[config.mk]
export PLATFORM = sky130hd
export DESIGN_NAME = line_follow_pd_steering
export DESIGN_NICKNAME = d
export VERILOG_FILES = /design/src/lfpd_pkg.sv /design/src/line_follow_pd_steering.sv /design/src/lfpd_ctrl.sv /design/src/lfpd_dp.sv
export SDC_FILE = /design/constraint.sdc
export NUM_CORES = 1
export LEC_CHECK = 0
export ABC_AREA = 1
export BUFFER_PORTS_ARGS = -buffer_cell sky130_fd_sc_hd__buf_4
export CAP_MARGIN = 15
export CORE_MARGIN = 3
export CORE_UTILIZATION = 35
export CTS_CLUSTER_DIAMETER = 50
export DETAILED_ROUTE_END_ITERATION = 16
export GPL_ROUTABILITY_DRIVEN = 1
export PLACE_DENSITY = 0.61
export SYNTH_ARGS = -nofsm -noshare
export SYNTH_HDL_FRONTEND = slang
export SYNTH_SLANG_ARGS = --single-unit
[constraint.sdc]
create_clock -name clk_i -period 8.1 [get_ports clk_i]
set_input_delay 1.215 -clock clk_i [delete_from_list [all_inputs] [get_ports clk_i]]
set_output_delay 1.215 -clock clk_i [all_outputs]
set_load 0.005 [all_outputs]
[src/lfpd_pkg.sv]
// ----------------------------------------------------------------------------
// lfpd_pkg
// shared types and constants of the line follower pd steering block
// ----------------------------------------------------------------------------
package lfpd_pkg;

  localparam int SENSOR_COUNT = 8;
  localparam int FRAC_BITS    = 8;
  localparam int GAIN_FRAC    = 8;

  localparam int SPEED_W    = 9;
  localparam int GAIN_W     = 16;
  localparam int LIMIT_W    = 10;
  localparam int DRIVE_W    = 11;
  localparam int MODE_W     = 2;
  localparam int HOLD_W     = 7;
  localparam int OFFSET_W   = 13;
  localparam int CFG_IDX_W  = 3;
  localparam int CFG_DATA_W = 16;

  localparam int WEIGHT_W  = 5;
  localparam int SUM_W     = 7;
  localparam int SUM_MAG_W = SUM_W - 1;
  localparam int COUNT_W   = $clog2(SENSOR_COUNT + 1);
  localparam int DIV_W     = SUM_MAG_W + FRAC_BITS;
  localparam int DIV_CNT_W = $clog2(DIV_W);

  localparam logic signed [WEIGHT_W-1:0] WEIGHTS [SENSOR_COUNT] = '{
    -5'sd15, -5'sd6, -5'sd2, 5'sd0, 5'sd0, 5'sd2, 5'sd6, 5'sd15
  };

  localparam logic [SPEED_W-1:0] BASE_SPEED_RST   = 9'd200;
  localparam logic [SPEED_W-1:0] SEARCH_SPEED_RST = 9'd100;
  localparam logic [GAIN_W-1:0]  PROP_GAIN_RST    = 16'd3072;
  localparam logic [GAIN_W-1:0]  DERIV_GAIN_RST   = 16'd5120;
  localparam logic [LIMIT_W-1:0] DRIVE_LIMIT_RST  = 10'd500;

  localparam logic signed [DRIVE_W-1:0] PIVOT_L_LEFT  = -11'sd150;
  localparam logic signed [DRIVE_W-1:0] PIVOT_L_RIGHT = 11'sd300;
  localparam logic signed [DRIVE_W-1:0] PIVOT_R_LEFT  = 11'sd400;
  localparam logic signed [DRIVE_W-1:0] PIVOT_R_RIGHT = -11'sd250;

  localparam logic [HOLD_W-1:0] HOLD_TRACK   = 7'd10;
  localparam logic [HOLD_W-1:0] HOLD_PIVOT_L = 7'd30;
  localparam logic [HOLD_W-1:0] HOLD_PIVOT_R = 7'd90;

  typedef enum logic [MODE_W-1:0] {
    MODE_TRACK   = 2'd0,
    MODE_PIVOT_L = 2'd1,
    MODE_PIVOT_R = 2'd2,
    MODE_LOST    = 2'd3
  } steer_mode_e;

  typedef enum logic [CFG_IDX_W-1:0] {
    CFG_BASE_SPEED   = 3'd0,
    CFG_SEARCH_SPEED = 3'd1,
    CFG_PROP_GAIN    = 3'd2,
    CFG_DERIV_GAIN   = 3'd3,
    CFG_DRIVE_LIMIT  = 3'd4
  } cfg_idx_e;

  typedef struct packed {
    logic load;
    logic div_step;
    logic mul_prop;
    logic mul_deriv;
    logic corr;
    logic drive;
    logic out_load;
  } dp_cmd_t;

  typedef struct packed {
    logic in_track;
    logic div_done;
  } dp_status_t;

endpackage

[src/line_follow_pd_steering.sv]
// ----------------------------------------------------------------------------
// line_follow_pd_steering
// weighted centroid line follower with pd differential steering
//
//   channel | signals                                    | direction
//   --------+--------------------------------------------+----------
//   config  | cfg_we_i, cfg_idx_i, cfg_wdata_i           | in
//   sample  | in_valid_i, in_ready_o, sensor_bits_i      | in
//   command | out_valid_o, out_ready_i, left_drive_o,    | out
//           | right_drive_o, steer_mode_o, hold_ms_o,    |
//           | line_pos_o                                 |
//
// a tracking sample goes from its transfer to the next possible
// transfer: 14 steps of the restoring centroid divider, two passes of the
// shared gain multiplier, then correction, clamp and result load
// pivot and line-lost samples go straight from transfer to result load
// reset restores the default registers and clears the previous offset
// a held result stalls the result load, and no new sample is taken meanwhile
// ----------------------------------------------------------------------------
module line_follow_pd_steering (
  input  logic                                  clk_i,
  input  logic                                  rst_ni,
  input  logic                                  cfg_we_i,
  input  logic [lfpd_pkg::CFG_IDX_W-1:0]        cfg_idx_i,
  input  logic [lfpd_pkg::CFG_DATA_W-1:0]       cfg_wdata_i,
  input  logic                                  in_valid_i,
  output logic                                  in_ready_o,
  input  logic [lfpd_pkg::SENSOR_COUNT-1:0]     sensor_bits_i,
  output logic                                  out_valid_o,
  input  logic                                  out_ready_i,
  output logic signed [lfpd_pkg::DRIVE_W-1:0]   left_drive_o,
  output logic signed [lfpd_pkg::DRIVE_W-1:0]   right_drive_o,
  output logic [lfpd_pkg::MODE_W-1:0]           steer_mode_o,
  output logic [lfpd_pkg::HOLD_W-1:0]           hold_ms_o,
  output logic signed [lfpd_pkg::OFFSET_W-1:0]  line_pos_o
);
  import lfpd_pkg::*;

  dp_cmd_t    cmd;
  dp_status_t status;

  lfpd_ctrl u_ctrl (
    .clk_i       (clk_i),
    .rst_ni      (rst_ni),
    .in_valid_i  (in_valid_i),
    .in_ready_o  (in_ready_o),
    .out_valid_o (out_valid_o),
    .out_ready_i (out_ready_i),
    .status_i    (status),
    .cmd_o       (cmd)
  );

  lfpd_dp u_dp (
    .clk_i         (clk_i),
    .rst_ni        (rst_ni),
    .cfg_we_i      (cfg_we_i),
    .cfg_idx_i     (cfg_idx_i),
    .cfg_wdata_i   (cfg_wdata_i),
    .sensor_bits_i (sensor_bits_i),
    .cmd_i         (cmd),
    .status_o      (status),
    .left_drive_o  (left_drive_o),
    .right_drive_o (right_drive_o),
    .steer_mode_o  (steer_mode_o),
    .hold_ms_o     (hold_ms_o),
    .line_pos_o    (line_pos_o)
  );

endmodule

[src/lfpd_ctrl.sv]
// ----------------------------------------------------------------------------
// lfpd_ctrl
// sequencer of the steering datapath and owner of both handshakes
// ----------------------------------------------------------------------------
module lfpd_ctrl (
  input  logic                 clk_i,
  input  logic                 rst_ni,
  input  logic                 in_valid_i,
  output logic                 in_ready_o,
  output logic                 out_valid_o,
  input  logic                 out_ready_i,
  input  lfpd_pkg::dp_status_t status_i,
  output lfpd_pkg::dp_cmd_t    cmd_o
);
  import lfpd_pkg::*;

  typedef enum logic [6:0] {
    ST_IDLE  = 7'b0000001,
    ST_DIV   = 7'b0000010,
    ST_MULP  = 7'b0000100,
    ST_MULD  = 7'b0001000,
    ST_CORR  = 7'b0010000,
    ST_DRIVE = 7'b0100000,
    ST_DONE  = 7'b1000000
  } state_e;

  state_e state_q, state_d;
  logic   out_valid_q, out_valid_d;
  logic   accept;
  logic   slot_free;

  assign in_ready_o  = (state_q == ST_IDLE);
  assign accept      = in_valid_i & in_ready_o;
  assign slot_free   = ~out_valid_q | out_ready_i;
  assign out_valid_o = out_valid_q;

  always_comb begin
    state_d = state_q;
    cmd_o   = '0;
    unique case (state_q)
      ST_IDLE: begin
        cmd_o.load = accept;
        if (accept) begin
          state_d = status_i.in_track ? ST_DIV : ST_DONE;
        end
      end
      ST_DIV: begin
        cmd_o.div_step = 1'b1;
        if (status_i.div_done) begin
          state_d = ST_MULP;
        end
      end
      ST_MULP: begin
        cmd_o.mul_prop = 1'b1;
        state_d        = ST_MULD;
      end
      ST_MULD: begin
        cmd_o.mul_deriv = 1'b1;
        state_d         = ST_CORR;
      end
      ST_CORR: begin
        cmd_o.corr = 1'b1;
        state_d    = ST_DRIVE;
      end
      ST_DRIVE: begin
        cmd_o.drive = 1'b1;
        state_d     = ST_DONE;
      end
      ST_DONE: begin
        cmd_o.out_load = slot_free;
        if (slot_free) begin
          state_d = ST_IDLE;
        end
      end
      default: begin
        state_d = ST_IDLE;
      end
    endcase
  end

  always_comb begin
    if (cmd_o.out_load) begin
      out_valid_d = 1'b1;
    end else if (out_ready_i) begin
      out_valid_d = 1'b0;
    end else begin
      out_valid_d = out_valid_q;
    end
  end

  always_ff @(posedge clk_i or negedge rst_ni) begin
    if (!rst_ni) begin
      state_q     <= ST_IDLE;
      out_valid_q <= 1'b0;
    end else begin
      state_q     <= state_d;
      out_valid_q <= out_valid_d;
    end
  end

endmodule

[src/lfpd_dp.sv]
// ----------------------------------------------------------------------------
// lfpd_dp
// config registers, centroid divider, shared gain multiplier, drive clamp
// and result register
// ----------------------------------------------------------------------------
module lfpd_dp (
  input  logic                                     clk_i,
  input  logic                                     rst_ni,
  input  logic                                     cfg_we_i,
  input  logic [lfpd_pkg::CFG_IDX_W-1:0]           cfg_idx_i,
  input  logic [lfpd_pkg::CFG_DATA_W-1:0]          cfg_wdata_i,
  input  logic [lfpd_pkg::SENSOR_COUNT-1:0]        sensor_bits_i,
  input  lfpd_pkg::dp_cmd_t                        cmd_i,
  output lfpd_pkg::dp_status_t                     status_o,
  output logic signed [lfpd_pkg::DRIVE_W-1:0]      left_drive_o,
  output logic signed [lfpd_pkg::DRIVE_W-1:0]      right_drive_o,
  output logic [lfpd_pkg::MODE_W-1:0]              steer_mode_o,
  output logic [lfpd_pkg::HOLD_W-1:0]              hold_ms_o,
  output logic signed [lfpd_pkg::OFFSET_W-1:0]     line_pos_o
);
  import lfpd_pkg::*;

  localparam int MUL_A_W = OFFSET_W + 1;
  localparam int PROD_W  = MUL_A_W + GAIN_W + 1;
  localparam int PD_W    = PROD_W + 1;
  localparam int SHIFT   = FRAC_BITS + GAIN_FRAC;
  localparam int CORR_W  = PD_W - SHIFT;
  localparam int SUMD_W  = CORR_W + 1;
  localparam int REM_W   = COUNT_W + 1;

  localparam logic signed [PD_W-1:0] RND_BIAS = $signed({{(PD_W-SHIFT){1'b0}}, {SHIFT{1'b1}}});

  // config registers
  logic [SPEED_W-1:0] base_q, search_q;
  logic [GAIN_W-1:0]  prop_q, deriv_q;
  logic [LIMIT_W-1:0] limit_q;

  // item state
  steer_mode_e                mode_q;
  logic                       neg_q;
  logic [DIV_W-1:0]           dq_q;
  logic [REM_W-1:0]           rem_q;
  logic [COUNT_W-1:0]         divisor_q;
  logic [DIV_CNT_W-1:0]       cnt_q;
  logic signed [OFFSET_W-1:0] offset_q, prev_q;
  logic signed [PROD_W-1:0]   prod_p_q, prod_d_q;
  logic signed [CORR_W-1:0]   corr_q;
  logic signed [DRIVE_W-1:0]  left_q, right_q;

  // input decode
  logic signed [SUM_W-1:0]   sum_c;
  logic [COUNT_W-1:0]        count_c;
  logic [SUM_MAG_W-1:0]      mag_c;
  steer_mode_e               mode_c;

  always_comb begin
    sum_c   = '0;
    count_c = '0;
    for (int i = 1; i < SENSOR_COUNT - 1; i++) begin
      if (sensor_bits_i[i]) begin
        sum_c   = sum_c + SUM_W'(WEIGHTS[i]);
        count_c = count_c + COUNT_W'(1);
      end
    end
    mag_c = sum_c[SUM_W-1] ? SUM_MAG_W'(-sum_c) : sum_c[SUM_MAG_W-1:0];
    priority if (sensor_bits_i[0]) begin
      mode_c = MODE_PIVOT_L;
    end else if (sensor_bits_i[SENSOR_COUNT-1]) begin
      mode_c = MODE_PIVOT_R;
    end else if (count_c == '0) begin
      mode_c = MODE_LOST;
    end else begin
      mode_c = MODE_TRACK;
    end
  end

  assign status_o.in_track = (mode_c == MODE_TRACK);
  assign status_o.div_done = (cnt_q == '0);

  // restoring divider step
  logic [REM_W-1:0] trial_c;
  logic             qbit_c;
  logic [REM_W-1:0] rem_c;

  always_comb begin
    trial_c = {rem_q[REM_W-2:0], dq_q[DIV_W-1]};
    qbit_c  = (trial_c >= {1'b0, divisor_q});
    rem_c   = qbit_c ? (trial_c - {1'b0, divisor_q}) : trial_c;
  end

  // shared multiplier
  logic signed [OFFSET_W-1:0] quot_c, offset_c;
  logic signed [MUL_A_W-1:0]  diff_c, mul_a;
  logic signed [GAIN_W:0]     mul_b;
  logic signed [PROD_W-1:0]   prod_c;

  always_comb begin
    quot_c   = $signed(dq_q[OFFSET_W-1:0]);
    offset_c = neg_q ? -quot_c : quot_c;
    diff_c   = MUL_A_W'(offset_q) - MUL_A_W'(prev_q);
    mul_a    = cmd_i.mul_prop ? MUL_A_W'(offset_c) : diff_c;
    mul_b    = $signed({1'b0, cmd_i.mul_prop ? prop_q : deriv_q});
    prod_c   = mul_a * mul_b;
  end

  // correction, truncated toward zero
  logic signed [PD_W-1:0]   pd_c, pd_adj_c;
  logic signed [CORR_W-1:0] corr_c;

  always_comb begin
    pd_c     = PD_W'(prod_p_q) + PD_W'(prod_d_q);
    pd_adj_c = pd_c[PD_W-1] ? (pd_c + RND_BIAS) : pd_c;
    corr_c   = CORR_W'(pd_adj_c >>> SHIFT);
  end

  // drives with symmetric clamp
  logic signed [SUMD_W-1:0] base_s, lim_s, lsum_c, rsum_c;

  function automatic logic signed [SUMD_W-1:0] clamp_drive(
    input logic signed [SUMD_W-1:0] v,
    input logic signed [SUMD_W-1:0] lim
  );
    logic signed [SUMD_W-1:0] r;
    if (v > lim) begin
      r = lim;
    end else if (v < -lim) begin
      r = -lim;
    end else begin
      r = v;
    end
    return r;
  endfunction

  always_comb begin
    base_s = $signed({{(SUMD_W-SPEED_W){1'b0}}, base_q});
    lim_s  = $signed({{(SUMD_W-LIMIT_W){1'b0}}, limit_q});
    lsum_c = clamp_drive(base_s + SUMD_W'(corr_q), lim_s);
    rsum_c = clamp_drive(base_s - SUMD_W'(corr_q), lim_s);
  end

  // config and state registers
  always_ff @(posedge clk_i or negedge rst_ni) begin
    if (!rst_ni) begin
      base_q   <= BASE_SPEED_RST;
      search_q <= SEARCH_SPEED_RST;
      prop_q   <= PROP_GAIN_RST;
      deriv_q  <= DERIV_GAIN_RST;
      limit_q  <= DRIVE_LIMIT_RST;
      prev_q   <= '0;
      cnt_q    <= '0;
    end else begin
      if (cfg_we_i) begin
        unique case (cfg_idx_i)
          CFG_BASE_SPEED:   base_q   <= cfg_wdata_i[SPEED_W-1:0];
          CFG_SEARCH_SPEED: search_q <= cfg_wdata_i[SPEED_W-1:0];
          CFG_PROP_GAIN:    prop_q   <= cfg_wdata_i[GAIN_W-1:0];
          CFG_DERIV_GAIN:   deriv_q  <= cfg_wdata_i[GAIN_W-1:0];
          CFG_DRIVE_LIMIT:  limit_q  <= cfg_wdata_i[LIMIT_W-1:0];
          default: begin
          end
        endcase
      end
      if (cmd_i.load) begin
        cnt_q <= DIV_CNT_W'(DIV_W - 1);
      end else if (cmd_i.div_step && (cnt_q != '0)) begin
        cnt_q <= cnt_q - DIV_CNT_W'(1);
      end
      if (cmd_i.drive) begin
        prev_q <= offset_q;
      end
    end
  end

  // payload registers
  always_ff @(posedge clk_i) begin
    if (cmd_i.load) begin
      mode_q    <= mode_c;
      neg_q     <= sum_c[SUM_W-1];
      dq_q      <= {mag_c, {FRAC_BITS{1'b0}}};
      rem_q     <= '0;
      divisor_q <= count_c;
    end
    if (cmd_i.div_step) begin
      dq_q  <= {dq_q[DIV_W-2:0], qbit_c};
      rem_q <= rem_c;
    end
    if (cmd_i.mul_prop) begin
      offset_q <= offset_c;
      prod_p_q <= prod_c;
    end
    if (cmd_i.mul_deriv) begin
      prod_d_q <= prod_c;
    end
    if (cmd_i.corr) begin
      corr_q <= corr_c;
    end
    if (cmd_i.drive) begin
      left_q  <= DRIVE_W'(lsum_c);
      right_q <= DRIVE_W'(rsum_c);
    end
    if (cmd_i.out_load) begin
      steer_mode_o <= mode_q;
      unique case (mode_q)
        MODE_TRACK: begin
          left_drive_o  <= left_q;
          right_drive_o <= right_q;
          hold_ms_o     <= HOLD_TRACK;
          line_pos_o    <= offset_q;
        end
        MODE_PIVOT_L: begin
          left_drive_o  <= PIVOT_L_LEFT;
          right_drive_o <= PIVOT_L_RIGHT;
          hold_ms_o     <= HOLD_PIVOT_L;
          line_pos_o    <= '0;
        end
        MODE_PIVOT_R: begin
          left_drive_o  <= PIVOT_R_LEFT;
          right_drive_o <= PIVOT_R_RIGHT;
          hold_ms_o     <= HOLD_PIVOT_R;
          line_pos_o    <= '0;
        end
        MODE_LOST: begin
          left_drive_o  <= $signed({{(DRIVE_W-SPEED_W+1){1'b0}}, search_q[SPEED_W-1:1]});
          right_drive_o <= $signed({{(DRIVE_W-SPEED_W+1){1'b0}}, search_q[SPEED_W-1:1]});
          hold_ms_o     <= HOLD_TRACK;
          line_pos_o    <= '0;
        end
        default: begin
          left_drive_o  <= '0;
          right_drive_o <= '0;
          hold_ms_o     <= HOLD_TRACK;
          line_pos_o    <= '0;
        end
      endcase
    end
  end

endmodule

==> results of run 1 <==
==> Yosys cell counts (3+ instances only) <==
cell / number
nand2_1: 831
inv_1: 548
ha_1: 249
nor2_1: 238
edfxtp_1: 178
fa_1: 172
o21ai_0: 154
nand3_1: 153
a21oi_1: 117
dfrtp_1: 67
xor2_1: 63
nand2_2: 34
nand4_1: 34
clkbuf_1: 31
inv_2: 26
or2_2: 24
nor3_1: 22
buf_2: 19
xnor2_1: 19
dfstp_2: 17
o21ai_1: 16
nor2_2: 14
and2_1: 9
nand3b_1: 9
a21oi_2: 8
nor4_1: 8
o21ai_2: 8
a21o_1: 7
nor2_4: 7
buf_4: 6
clkinv_1: 6
nor3_2: 5
o211ai_1: 5
nand2_4: 4
nand3_2: 4
a211oi_1: 3
a31oi_1: 3
nand3_4: 3
nand4_2: 3
o21bai_1: 3
==> cells by family (layout without fill, tap and decap cells) <==
| logic type | Yosys count | in the layout | share of synthesized area |
|---|---|---|---|
| flip-flops | 262 | 262 | 0.296 |
| other | 2 | 4 | 0.000298 |
| buffers and inverters | 639 | 732 | 0.0973 |
| AND/OR/NAND/NOR | 1412 | 1412 | 0.242 |
| adder cells (fa/ha/maj) | 421 | 421 | 0.260 |
| AO/OA/AOI/OAI | 339 | 339 | 0.0740 |
| XOR/XNOR | 83 | 83 | 0.0292 |
==> critical path: cells and delay by family (launching register included) <==
family | cells | cell delay, ns
fa+ha+maj | 9 | 4.05
xor+xnor | 1 | 0.17
compound gates | 3 | 0.43
buf+inv | 6 | 0.47
simple gates | 14 | 1.77
flops | 1 | 0.35
==> worst paths after layout <==
path                                           end  cells past startpoint  slack [ns]             start
worst max-delay path             u_dp.prod_p_q[25]                     33        0.53  u_dp.offset_q[0]
worst max register to register   u_dp.prod_p_q[25]                     33        0.53  u_dp.offset_q[0]
worst min-delay path              u_dp.offset_q[0]                      0        0.46      u_dp.dq_q[0]
min in group asynchronous       u_ctrl.out_valid_o                      1        0.56            rst_ni
max in group asynchronous           u_dp.base_q[5]                      2        6.45            rst_ni
worst min register to register    u_dp.offset_q[0]                      0        0.46      u_dp.dq_q[0]
==> per-stage QoR <==
step | setup WS, ns | instances | TNS, ns | hold WS (ns)
global placement | 0.554 | 4140 | 0 | 0.435
detailed placement | 0.353 | 4140 | 0 | 0.443
finish | 0.534 | 4193 | 0 | 0.464
CTS | 0.270 | 4192 | 0 | 0.466
floorplan | 1.08 | 3160 | 0 | 0.426
global route | -0.0468 | 4193 | -0.151 | 0.493
==> cell usage in the layout (no fill, tap or decap), types with 4 or more instances in the layout <==
| cell type | n |
|---|---|
| clkbuf_16 | 28 |
| o211ai_1 | 5 |
| nor4_1 | 6 |
| nor2_1 | 237 |
| conb_1 | 4 |
| nand2_2 | 35 |
| or2_2 | 24 |
| nand3_1 | 153 |
| o21ai_0 | 152 |
| buf_4 | 99 |
| inv_1 | 548 |
| clkinv_1 | 14 |
| nand2_1 | 830 |
| o21ai_2 | 8 |
| inv_2 | 26 |
| clkbuf_1 | 7 |
| nand4_1 | 34 |
| fa_1 | 172 |
| dfstp_2 | 17 |
| xnor2_1 | 17 |
| xor2_1 | 63 |
| nor2_4 | 8 |
| nand3b_1 | 9 |
| nand3_2 | 4 |
| nor2_2 | 14 |
| a21o_1 | 7 |
| a21oi_1 | 114 |
| ha_1 | 249 |
| nor3_1 | 22 |
| nor3_2 | 5 |
| dfrtp_1 | 67 |
| and2_1 | 9 |
| a21oi_2 | 11 |
| o21ai_1 | 18 |
| edfxtp_1 | 178 |
| nand2_4 | 4 |
==> state kept, by name (all words and copies together) (netlist names), 2 cells and up <==
signal,cells
u_dp.prod_p_q,31
u_dp.hold_ms_o,3
u_dp.rem_q,4
u_dp.corr_q,16
u_dp.right_q,11
u_dp.search_q,8
u_dp.prod_d_q,31
u_dp.mode_q,2
u_dp.deriv_q,16
u_dp.steer_mode_o,2
u_dp.dq_q,14
u_dp.line_pos_o,13
u_dp.cnt_q,4
u_ctrl.state_q,7
u_dp.offset_q,13
u_dp.prop_q,16
u_dp.base_q,9
u_dp.left_q,11
u_dp.right_drive_o,11
u_dp.left_drive_o,11
u_dp.divisor_q,4
u_dp.prev_q,13
u_dp.limit_q,10
==> cell type report <==
type / count / share of cell area
Timing Repair Buffer: 100 / 0.0273
Clock buffer: 37 / 0.0271
Sequential cell: 262 / 0.269
Clock inverter: 15 / 0.00468
Inverter: 580 / 0.0783
Tap cell: 940 / 0.0423
Multi-Input combinational cell: 2259 / 0.552
==> power by group through the flow <==
stage          logic, mW  clock network (mW)  registers, mW
3_5_place_dp        8.41                   0           2.42
5_1_grt             9.80                1.31           2.41
6_report            8.59                1.22           2.39
4_1_cts             8.50                1.26           2.39
3_3_place_gp        8.37                   0           2.41
2_1_floorplan       6.15                   0           2.38
==> layer usage <==
layer	wire [um]	track usage	share of wire
met3	3160	0.0167	0.049
met4	1560	0.0429	0.024
met1	29500	0.239	0.46
met2	30600	0.289	0.47
met5	0	0	0
==> flow_summary.json, run 1 <==
{
  "multi_input_area_um2": 15300,
  "relSlewSlack": 0.255,
  "clk_pin_slew_worst_paths_ns": 0.06,
  "ys_seq_area_frac": 0.296,
  "setup.worst_path.class": "flip-flop to flip-flop",
  "ys_async_sr_fraction": 0.321,
  "cts_tree": "done",
  "required_ns": 8.39,
  "syn_avg_cell_area_um2": 7.98,
  "n_fill_cell": 7315,
  "fp.dieW_um": 274,
  "finalInstanceArea_um2": 27800,
  "clk_latency_ns": 0.57,
  "htreeDepth": 1,
  "rows": 97,
  "maxCapViolCount": 0,
  "die_area_um2": 75200,
  "start_util": 0.357,
  "grt_pass1_wl_um": 104000,
  "cts_made_buffers": 28,
  "io_buffers": 73,
  "power_mw": 12.2,
  "fin_nets": 3684,
  "die_h_um": 274,
  "drtIter0Drc": 1515,
  "yosys.area.top_type": "edfxtp_1",
  "vias_per_cell": 4.87,
  "critPathMaxStageDelay_ns": 0.56,
  "pwr-share-clk": 0.100,
  "root_buffer": "clkbuf_16",
  "maxSlewViolCount": 0,
  "internal-power_mw": 5.98,
  "p_seq_frac": 0.196,
  "p_sw_frac": 0.509,
  "grt_max_degree": 61,
  "area_delta_synth_final_pct": 10.4,
  "drive_gt1_frac": 0.0950,
  "ys_types": 64,
  "netlist.area_leader.share": 0.212,
  "synth_edf_count": 178,
  "coreArea_um2": 70600,
  "cts.path.max_buffers": 3,
  "routed_wl_um": 64800,
  "arrival_ns": 7.86,
  "synthCells": 3158,
  "p_leak_nw": 13.9,
  "cts_setup_buffers": 0,
  "fmaxAchievable_mhz": 132,
  "period_needed_ns": 7.57,
  "dp_hpwl_um": 53700,
  "worstMarginPinSlew_ns": 1.11,
  "setup_violations": 0,
  "hp-class": "flip-flop to flip-flop",
  "p_switching_mw": 6.21,
  "cts_sinks": 262,
  "final_core_util": 0.394,
  "netlist_area_um2": 25200,
  "grt_pass1_vias": 19676,
  "period_share": 0.934,
  "wl_per_cell_um": 15.5,
  "antenna_found_initial": 0,
  "peakVddDrop_uv": 864,
  "antenna_cells": 0,
  "placed_area_um2": 26900,
  "cts_hold_buf": 0,
  "cp-start-kind": "flip-flop",
  "yosys_warnings": 0,
  "slowest_stage": "fa_1",
  "vias": 20411,
  "skew_ns": 0.0206,
  "powerDensity_nw_per_um2": 439,
  "comb_power_share": 0.704,
  "netlist_top_cells_area": "edfxtp_1, fa_1, nand2_1, ha_1, inv_1",
  "drc": 0,
  "crit_fanout": 10,
  "io_pins": 78,
  "hold_viol": 0,
  "ys.flop_type": "edfxtp_1",
  "post_cts_resized": 0,
  "detail-route-antenna-nets": 0,
  "first_pass_iters": 5,
  "ff_latch_area_um2": 7470,
  "ys_ff_latch": 262,
  "endpoint_kind": "flip-flop",
  "gp_congestion": 0.946,
  "grt-ovfl-total": 0,
  "outcome": "complete, no violations",
  "track_usage": 0.172
}
Power figures use the tool's default switching activity.
==> run 2, diff against run 1 <==
--- a/config.mk
+++ b/config.mk
@@ -5,7 +5,6 @@
 export SDC_FILE = /design/constraint.sdc
 export NUM_CORES = 1
 export LEC_CHECK = 0
-export ABC_AREA = 1
 export BUFFER_PORTS_ARGS = -buffer_cell sky130_fd_sc_hd__buf_4
 export CAP_MARGIN = 15
 export CORE_MARGIN = 3
==> flow_summary.json, run 2 <==
{
  "fin_nets": 3091,
  "grt_pass1_wl_um": 101000,
  "crit_fanout": 17,
  "fp.dieW_um": 269,
  "cts_made_buffers": 39,
  "setup.worst_path.class": "flip-flop to flip-flop",
  "die_area_um2": 72200,
  "routed_wl_um": 63500,
  "syn_avg_cell_area_um2": 9.80,
  "min_from": "u_ctrl.state_q[5]",
  "synth.cells.most_frequent": "nand2_1, inv_1, ha_1, edfxtp_1, fa_1",
  "critPathMaxStageDelay_ns": 0.57,
  "fmaxAchievable_mhz": 125,
  "cts_tree": "done",
  "cts.path.max_buffers": 3,
  "relSlewSlack": 0.271,
  "grt-ovfl-total": 0,
  "first_pass_iters": 5,
  "yosys_warnings": 0,
  "cts_sinks": 262,
  "n_fill_cell": 6553,
  "detail-route-antenna-nets": 0,
  "period_needed_ns": 8.00,
  "clk_latency_ns": 0.56,
  "start_util": 0.357,
  "netlist_area_um2": 24200,
  "maxSlewViolCount": 0,
  "yosysMostFrequentCell": "nand2_1",
  "dp_hpwl_um": 51500,
  "wl_per_cell_um": 17.9,
  "clk_pin_slew_worst_paths_ns": 0.06,
  "ys_types": 101,
  "ys_seq_area_frac": 0.309,
  "hold_viol": 0,
  "skew_ns": 0.0385,
  "regToRegStartpoint": "u_dp.prev_q[0]",
  "drive_gt1_frac": 0.166,
  "vias": 18359,
  "endpoint_kind": "flip-flop",
  "cp-start-kind": "flip-flop",
  "outcome": "complete, no violations",
  "gp_congestion": 0.955,
  "worstMarginPinSlew_ns": 1.09,
  "grt_pass1_vias": 18802,
  "io_buffers": 73,
  "final_cell_mix": "nand2_1, inv_1, ha_1",
  "drc": 0,
  "required_ns": 8.37,
  "synth_edf_count": 178,
  "ys_async_sr_fraction": 0.321,
  "crit_top_cell": "fa_1",
  "mostFrequentLayoutCell": "nand2_1",
  "hp-class": "flip-flop to flip-flop",
  "crit_path_start": "u_dp.prev_q[0]",
  "vias_per_cell": 5.18,
  "antenna_found_initial": 5,
  "ys.flop_type": "edfxtp_1",
  "drtIter0Drc": 1259,
  "root_buffer": "clkbuf_16",
  "die_h_um": 269,
  "arrival_ns": 8.26,
  "setup_violations": 0,
  "rows": 95,
  "coreArea_um2": 67800,
  "period_share": 0.987,
  "io_pins": 78,
  "yosys.area.top_type": "edfxtp_1",
  "rsz0062_at_grt": "yes",
  "netlist_top_cells_area": "edfxtp_1, fa_1, ha_1, dfrtp_1, nand2_1",
  "biggestRegsByFlops": "u_dp.prod_d_q: 31 flops, u_dp.prod_p_q: 31 flops",
  "slowest_stage": "fa_1",
  "area_delta_synth_final_pct": 17.0,
  "netlist.area_leader.share": 0.221,
  "ys_ff_latch": 262,
  "track_usage": 0.177,
  "dpl.cell_count": 3458,
  "grt_max_degree": 63,
  "htreeDepth": 2,
  "synthCells": 2466,
  "fin_cells": 3544,
  "maxCapViolCount": 0
}
==> run 2: changes by cell type in the layout (fill, tap and decap cells not counted), moves of 35 or more <==
cell	before	now
buf_4	99	209
nor2_1	237	159
mux2_2	0	51
xnor2_1	17	77
a21o_1	7	44
nand2_2	35	0
o21ai_0	152	91
inv_1	548	274
nand3_1	153	53
and2_1	9	45
mux2i_1	0	35
nand2_1	830	311
==> run 2: final timing paths <==
path | slack (ns) | to | cells past startpoint
worst max-delay path | 0.10 | u_dp.prod_p_q[22] | 31
worst min-delay path | 0.52 | u_ctrl.state_q[5] | 1
worst max register to register | 0.10 | u_dp.prod_p_q[22] | 31
worst min register to register | 0.52 | u_ctrl.state_q[5] | 1
max in group asynchronous | 6.36 | u_dp.deriv_q[11] | 2
min in group asynchronous | 0.58 | u_dp.search_q[3] | 1
==> run 2: what timing repair did <==
| item | in CTS | in global routing |
|---|---|---|
| hold buffers | 0 | 0 |
| setup buffers | 3 | 8 |
| setup endpoints to repair | 18 | 22 |
| pin swaps | 15 | 53 |
| gates cloned | 0 | 0 |
| resized for setup | 20 | 41 |
==> run 2: area by class of cell <==
cell class              count  area [um^2]  area share
inverters                 281         1060      0.0373
clock buffers              48         1060      0.0375
well taps                 873         1090      0.0386
multi-input cells        1837        15600       0.552
diodes                      2         5.00    0.000177
repair buffers            217         1690      0.0598
flip-flops and latches    262         7470       0.264
clock inverters            24          305      0.0108
==> run 2: per-stage QoR <==
stage | util | hold slack, ns | area, um^2 | setup WS, ns | TNS [ns]
after floorplan | - | 0.465 | 24200 | 0.0205 | 0
after global placement | 0.392 | 0.496 | 26600 | -0.329 | -3.71
after detailed placement | 0.392 | 0.508 | 26600 | -0.507 | -6.08
after CTS | 0.414 | 0.525 | 28000 | 0.00432 | 0
after global routing | 0.417 | 0.538 | 28300 | -0.261 | -3.36
final | 0.417 | 0.518 | 28300 | 0.102 | 0
==> run 2: kinds of logic (layout without fill, tap and decap cells) <==
kind of cell / after synthesis / in the layout / share of synthesized area
other: 2 / 6 / 0.000311
adders and majority gates: 421 / 421 / 0.271
DFF: 262 / 262 / 0.309
xor gates and xnor gates: 120 / 120 / 0.0438
buffers and inverters: 369 / 570 / 0.0590
AOI/OAI and AO/OA: 446 / 446 / 0.129
muxes: 88 / 88 / 0.0398
and+or+nand+nor: 758 / 758 / 0.148
==> run 2: layer usage <==
layer / part of all wire / track usage
met1: 0.42 / 0.224
met2: 0.48 / 0.302
met3: 0.055 / 0.0309
met4: 0.040 / 0.0701
met5: 0.00072 / 0
==> run 2: worst max-delay path: cells and delay by family, from the launching register on <==
family,cells,cell delay [ns]
adder cells (fa/ha/maj),9,3.78
XOR/XNOR,1,0.10
buffers and inverters,4,0.60
flip-flops,1,0.41
AO/OA/AOI/OAI,11,1.92
AND/OR/NAND/NOR,6,0.87
Power of run 2 is left out: the tool's default activity adds up to more than one toggle a clock period on the data nets, which glitch-free logic cannot reach.
